<file path="src/hdl/dsp_pkg.sv">
package dsp_pkg;

   localparam int DIST_BITS = 22;
   localparam logic [DIST_BITS-1:0] DIST_MAX = '1;

   typedef enum logic [1:0] {
      OP_CLEAR = 2'd0,
      OP_EDGE  = 2'd1,
      OP_RUN   = 2'd2,
      OP_QUERY = 2'd3
   } op_type;

   typedef struct packed {
      logic clr_start;
      logic lbl_clear;
      logic set_src;
      logic edge_wr;
      logic relax_rd;
      logic relax_do;
      logic settle;
      logic sel_step;
      logic sel_init;
      logic take_best;
      logic query;
   } cmd_type;

   typedef struct packed {
      logic clr_done;
      logic scan_last;
      logic found;
      logic src_ok;
   } stat_type;

endpackage

</file>
<file path="src/hdl/dsp_ctrl.sv">
module dsp_ctrl (
   input  logic              clock,
   input  logic              reset,
   input  logic              start,
   input  dsp_pkg::op_type   op,
   input  dsp_pkg::stat_type stat,
   input  logic              rsp_busy,
   output dsp_pkg::cmd_type  cmd,
   output logic              idle,
   output logic              done
);
   import dsp_pkg::*;

   typedef enum logic [8:0] {
      S_IDLE   = 9'b000000001,
      S_CLEAR  = 9'b000000010,
      S_SRC    = 9'b000000100,
      S_RELAX  = 9'b000001000,
      S_WAIT   = 9'b000010000,
      S_SEL    = 9'b000100000,
      S_PICK   = 9'b001000000,
      S_FINISH = 9'b010000000,
      S_QUERY  = 9'b100000000
   } state_type;

   state_type state_ff, state_in;

   always_ff @(posedge clock) begin
      if (reset) state_ff <= S_IDLE;
      else       state_ff <= state_in;
   end

   always_comb begin
      state_in = state_ff;
      cmd = '0;
      done = 1'b0;
      idle = (state_ff == S_IDLE);
      unique case (state_ff)
         S_IDLE: begin
            if (start) begin
               unique case (op)
                  OP_CLEAR: begin
                     cmd.clr_start = 1'b1;
                     cmd.lbl_clear = 1'b1;
                     state_in = S_CLEAR;
                  end
                  OP_EDGE: begin
                     cmd.edge_wr = 1'b1;
                     state_in = S_FINISH;
                  end
                  OP_RUN: begin
                     cmd.lbl_clear = 1'b1;
                     state_in = S_SRC;
                  end
                  OP_QUERY: state_in = S_QUERY;
                  default: state_in = S_IDLE;
               endcase
            end
         end
         S_CLEAR: if (stat.clr_done) state_in = S_FINISH;
         S_SRC: begin
            cmd.set_src = 1'b1;
            state_in = stat.src_ok ? S_RELAX : S_FINISH;
         end
         S_RELAX: begin
            cmd.relax_rd = 1'b1;
            state_in = S_WAIT;
         end
         S_WAIT: begin
            cmd.relax_do = 1'b1;
            if (stat.scan_last) begin
               cmd.settle = 1'b1;
               cmd.sel_init = 1'b1;
               state_in = S_SEL;
            end else state_in = S_RELAX;
         end
         S_SEL: begin
            cmd.sel_step = 1'b1;
            if (stat.scan_last) state_in = S_PICK;
         end
         S_PICK: begin
            if (stat.found) begin
               cmd.take_best = 1'b1;
               state_in = S_RELAX;
            end else state_in = S_FINISH;
         end
         S_QUERY: begin
            if (!rsp_busy) begin
               cmd.query = 1'b1;
               done = 1'b1;
               state_in = S_IDLE;
            end
         end
         S_FINISH: begin
            if (!rsp_busy) begin
               done = 1'b1;
               state_in = S_IDLE;
            end
         end
         default: state_in = S_IDLE;
      endcase
   end
endmodule

</file>
<file path="config.mk">
export PLATFORM = sky130hd
export DESIGN_NAME = dsp_ctrl
export DESIGN_NICKNAME = d
export VERILOG_FILES = /design/src/hdl/dsp_pkg.sv /design/src/hdl/dsp_ctrl.sv
export SDC_FILE = /design/constraint.sdc
export NUM_CORES = 1
export LEC_CHECK = 0
export ABC_AREA = 1
export BUFFER_PORTS_ARGS = -buffer_cell sky130_fd_sc_hd__buf_4
export CORE_MARGIN = 2
export CORE_UTILIZATION = 40
export DETAILED_ROUTE_END_ITERATION = 6
export GPL_TIMING_DRIVEN = 0
export PLACE_DENSITY = 0.65
export SLEW_MARGIN = 10
export SYNTH_ARGS = -nofsm -noshare
export SYNTH_HDL_FRONTEND = slang
export SYNTH_SLANG_ARGS = --single-unit
</file>
<file path="constraint.sdc">
create_clock -name clock -period 1.7 [get_ports clock]
set_clock_uncertainty 0.05 [all_clocks]
set_input_delay 0.34 -clock clock [delete_from_list [all_inputs] [get_ports clock]]
set_output_delay 0.34 -clock clock [all_outputs]
set_load 0.05 [all_outputs]
</file>
==> Word-level counts from Yosys, hierarchy flattened <==
Cells that the tools add are included.
{ "word_totals": {"wordCells": 48, "ff_bits": 9} }
{ "op_classes": {"n_eq_ne": 16, "n_reduce_logical": 4, "n_mux": 27} }
{ "ops": {"columns": ["operator", "n"], "rows": [
  ["$pmux 9 s8", 1],
  ["$mux 9", 4],
  ["$pmux 9 s4", 1],
  ["$mux 8", 2],
  ["$mux 1", 15],
  ["$eq 9x1->1 const B", 1],
  ["$eq 9x2->1 const B", 1],
  ["$eq 9x3->1 const B", 1],
  ["$eq 9x4->1 const B", 1],
  ["$eq 9x5->1 const B", 1],
  ["$eq 9x6->1 const B", 1],
  ["$eq 9x7->1 const B", 1],
  ["$eq 9x8->1 const B", 1],
  ["$eq 9x9->1 const B", 1],
  ["$ne 2x2->1 const B", 4],
  ["$mux 2", 3],
  ["$mux 6", 1],
  ["$eq 2x2->1 const B", 2],
  ["$reduce_and 4->1", 1],
  ["$reduce_or 2->1", 2],
  ["$eq 2x1->1 const B", 1],
  ["$logic_not 2->1", 1]
]} }

==> Logic depth before layout (Yosys ltp) <==
{ "logic_depth": {"depth_word": 5, "mapped_depth": 12, "ltp_nobuf": 12} }

==> Least setup slack after synthesis <==
No wires, ideal clock.
{ "synth_timing": {"path_type": "register to output", "startpoint": "reg state_ff[4]", "endpoint": "out cmd[10] in the netlist's numbering", "arrival_time_ns": 2.234, "setup_slack_ns": -0.924, "path_stages_with_launch": 6, "t_required_ns": 1.310, "n_path_buf": 0, "cell_sequence": "dfxtp_1 > nor2_2 > nand2_4 > nor2_4 > nand2_2 > nor4_1"} }
{ "synth_rtl": {"columns": ["element", "line_no", "rtl"], "rows": [
  ["start, declared", "dsp_ctrl.sv:26", "state_type state_ff, state_in;"],
  ["start signal, assigned", "dsp_ctrl.sv:30", "else state_ff <= state_in;"],
  ["end, declared", "dsp_ctrl.sv:8", "output dsp_pkg::cmd_type cmd,"]
]} }

==> flow_summary.json <==
{
  "die_w_um": 47.5,
  "std_cell_rows": 15,
  "grt_pass1_vias": 816,
  "fp.dieArea_um2": 2260,
  "final.setup.tns_ns": -1.26,
  "portBuffers": 22,
  "startpoint_type": "flip-flop",
  "drt-pass1-iter-count": 4,
  "worst_hold_slack_ns": 0.304,
  "grt_pass1_wl_um": 3660,
  "syn_nets": 132,
  "clockBufferDepth": 2,
  "relSlewSlack_pct": 84.0,
  "synthCells": 122,
  "finalHoldViolations": 0,
  "violations": "negative setup slack",
  "grt_overflow": 0,
  "initial_core_util_pct": 43.4,
  "grt_max_degree": 10,
  "place_congestion": 0.791,
  "powerDensity_nw_per_um2": 1830,
  "path_clk_slew_ns": 0.07,
  "cts_tree": "built",
  "hp-start": "reset",
  "outcome": "finished with violations",
  "hold_depth": 3,
  "hold_path_end": "state_ff[0]",
  "drive_above_1_share_pct": 58.7,
  "drv_cap": 0,
  "critPathArrivalTime_ns": 1.48,
  "root_buffer": "clkbuf_4",
  "crit_path_end_kind": "output pin",
  "grt_use_total_pct": 23.8,
  "worst_slack_ns": -0.167,
  "hold_class": "in2reg",
  "syn_area_um2": 757,
  "via_per_inst": 5.08,
  "crit_path_max_fanout": 4,
  "ant_nets": 0,
  "ios": 23,
  "ys_warn_count": 0,
  "yosys_register_bits": 9,
  "fin_util_pct": 80.4,
  "reg_top3": "state_ff x9",
  "r2r_cells": 10,
  "remaining_drc_errors": 0,
  "ir_drop_uv": 1370,
  "leakagePower_uw": 0.000697,
  "period_share_pct": 110,
  "cts_buffers": 3,
  "critPathKind": "reg2out",
  "nFillCells": 111,
  "antenna_cells": 0,
  "r2r-start": "state_ff[0]",
  "worst_pin_slew_ns": 0.239,
  "grt_antenna_before_repair": 0,
  "die_h_um": 47.5,
  "period_minus_slack_ns": 1.87,
  "multiInputGateArea_um2": 631,
  "totalWireLength_um": 2880,
  "setup_viol": 14,
  "vias": 1000,
  "largest-register": "state_ff",
  "dp_slack_ns": -0.116,
  "rsz0062_at_grt": "true",
  "cts.sinks": 9,
  "reg2reg_to": "state_ff[8]",
  "clk_latency_ns": 0.25,
  "cp.required_ns": 1.31,
  "rrSetupSlack_ns": 0,
  "drt_first_iter_violations": 33,
  "synth-seq-area-share_pct": 23.8,
  "regArea_um2": 195,
  "largest_reg_flops": 9,
  "h-tree-depth": 1,
  "core_area_um2": 1750,
  "fmax_mhz": 536,
  "final_nets": 183,
  "synth_cell_types": 19,
  "wl_per_cell_um": 14.6,
  "area_delta_synth_final_pct": 85.5,
  "drv_slew": 0,
  "dp_hpwl_um": 1520,
  "avgSynthCellArea_um2": 6.20
}
## layout make-up
class / count / area share (%)
sequential: 9 / 13.9
timing repair buffer: 46 / 29.1
clock buffer: 4 / 1.87
buffer: 1 / 0.802
multi-input combinational: 86 / 44.9
inverter: 26 / 7.13
tap: 25 / 2.23
## cells by family (layout without fill, tap and decap cells)
kind of cell / Yosys count / in the layout / share of synthesized area, %
and+or+nand+nor: 81 / 81 / 58.7
buffers and inverters: 27 / 77 / 13.9
DFF: 9 / 9 / 23.8
AOI/OAI and AO/OA: 5 / 5 / 3.64
## cells in the mapped netlist (all sizes together)
library cell  number  area, um^2
buf                1        7.51
dfxtp              9         180
inv               26        97.6
nand2             25         109
nand3             13        87.6
nand4              3        18.8
nor2              34         193
nor3               5        30.0
nor4               1        6.26
o211ai             1        7.51
o21ai              4        20.0
## power by group
| part | switching (uW) | internal [uW] |
|---|---|---|
| combinational | 1190 | 843 |
| clock | 76.0 | 90.4 |
| sequential | 84.2 | 283 |
## per-layer routing
| metal | wire length (um) | GRT usage [%] |
|---|---|---|
| met5 | 0 | 0 |
| met4 | 70 | 6.67 |
| met3 | 126 | 3.40 |
| met2 | 1570 | 42.7 |
| met1 | 1110 | 29.3 |
## critical path: stages, from the launching register on
cell     delay, ns
dfxtp_2       0.35
nor2_4        0.15
nand2_4       0.09
nor2_4        0.12
nand2_4       0.08
inv_4         0.07
nand2_4       0.06
nor3_4        0.12
buf_6         0.18
## stage by stage
stage	instance area, um^2	total power [uW]	cells
6_report	1400	2560	197
5_1_grt	1400	2710	197
4_1_cts	1260	2180	185
3_5_place_dp	1010	1570	169
3_3_place_gp	1010	1560	169
2_1_floorplan	815	1300	122
## cell usage in the layout, fill, tap and decap left out
| cell | synthesis | layout |
|---|---|---|
| buf_4 | 1 | 34 |
| inv_1 | 22 | 22 |
| nor2_4 | 6 | 17 |
| nand2_1 | 21 | 16 |
| nor2_1 | 20 | 15 |
| buf_6 | 0 | 8 |
| nand3_1 | 10 | 7 |
| nand2_2 | 3 | 6 |
| dfxtp_2 | 0 | 6 |
| buf_8 | 0 | 5 |
| nor3_4 | 0 | 4 |
| nand3_2 | 2 | 4 |
| inv_2 | 4 | 3 |
| nand2_4 | 1 | 3 |
| nand4_1 | 3 | 3 |
| clkbuf_4 | 0 | 3 |
| nand3_4 | 1 | 2 |
| nor2_2 | 8 | 2 |
| o21ai_0 | 4 | 2 |
| o21ai_1 | 0 | 2 |
| dfxtp_4 | 0 | 2 |
| inv_4 | 0 | 1 |
| nor4_2 | 0 | 1 |
| o211ai_1 | 1 | 1 |
| nor3_1 | 4 | 1 |
| clkbuf_1 | 0 | 1 |
| dfxtp_1 | 9 | 1 |
## worst max-delay path by stage
stage                            from       to  slack [ns]  cells after the start
after floorplan           state_ff[4]  cmd[10]       -0.34                      5
after global placement    state_ff[4]   cmd[7]        -0.1                      8
after detailed placement  state_ff[4]   cmd[7]       -0.12                      8
after CTS                 state_ff[7]   cmd[7]       -0.17                      8
after global routing      state_ff[5]   cmd[7]       -0.23                      8
final                     state_ff[5]   cmd[7]       -0.17                      8
## what timing repair did
item / 4_1_cts / 5_1_grt
hold buffers: 0 / 0
setup endpoints to repair: 11 / 21
gates resized for setup: 35 / 17
buffers inserted: 12 / 12
pin swaps: 11 / 11
Power figures use the tool's default switching activity.
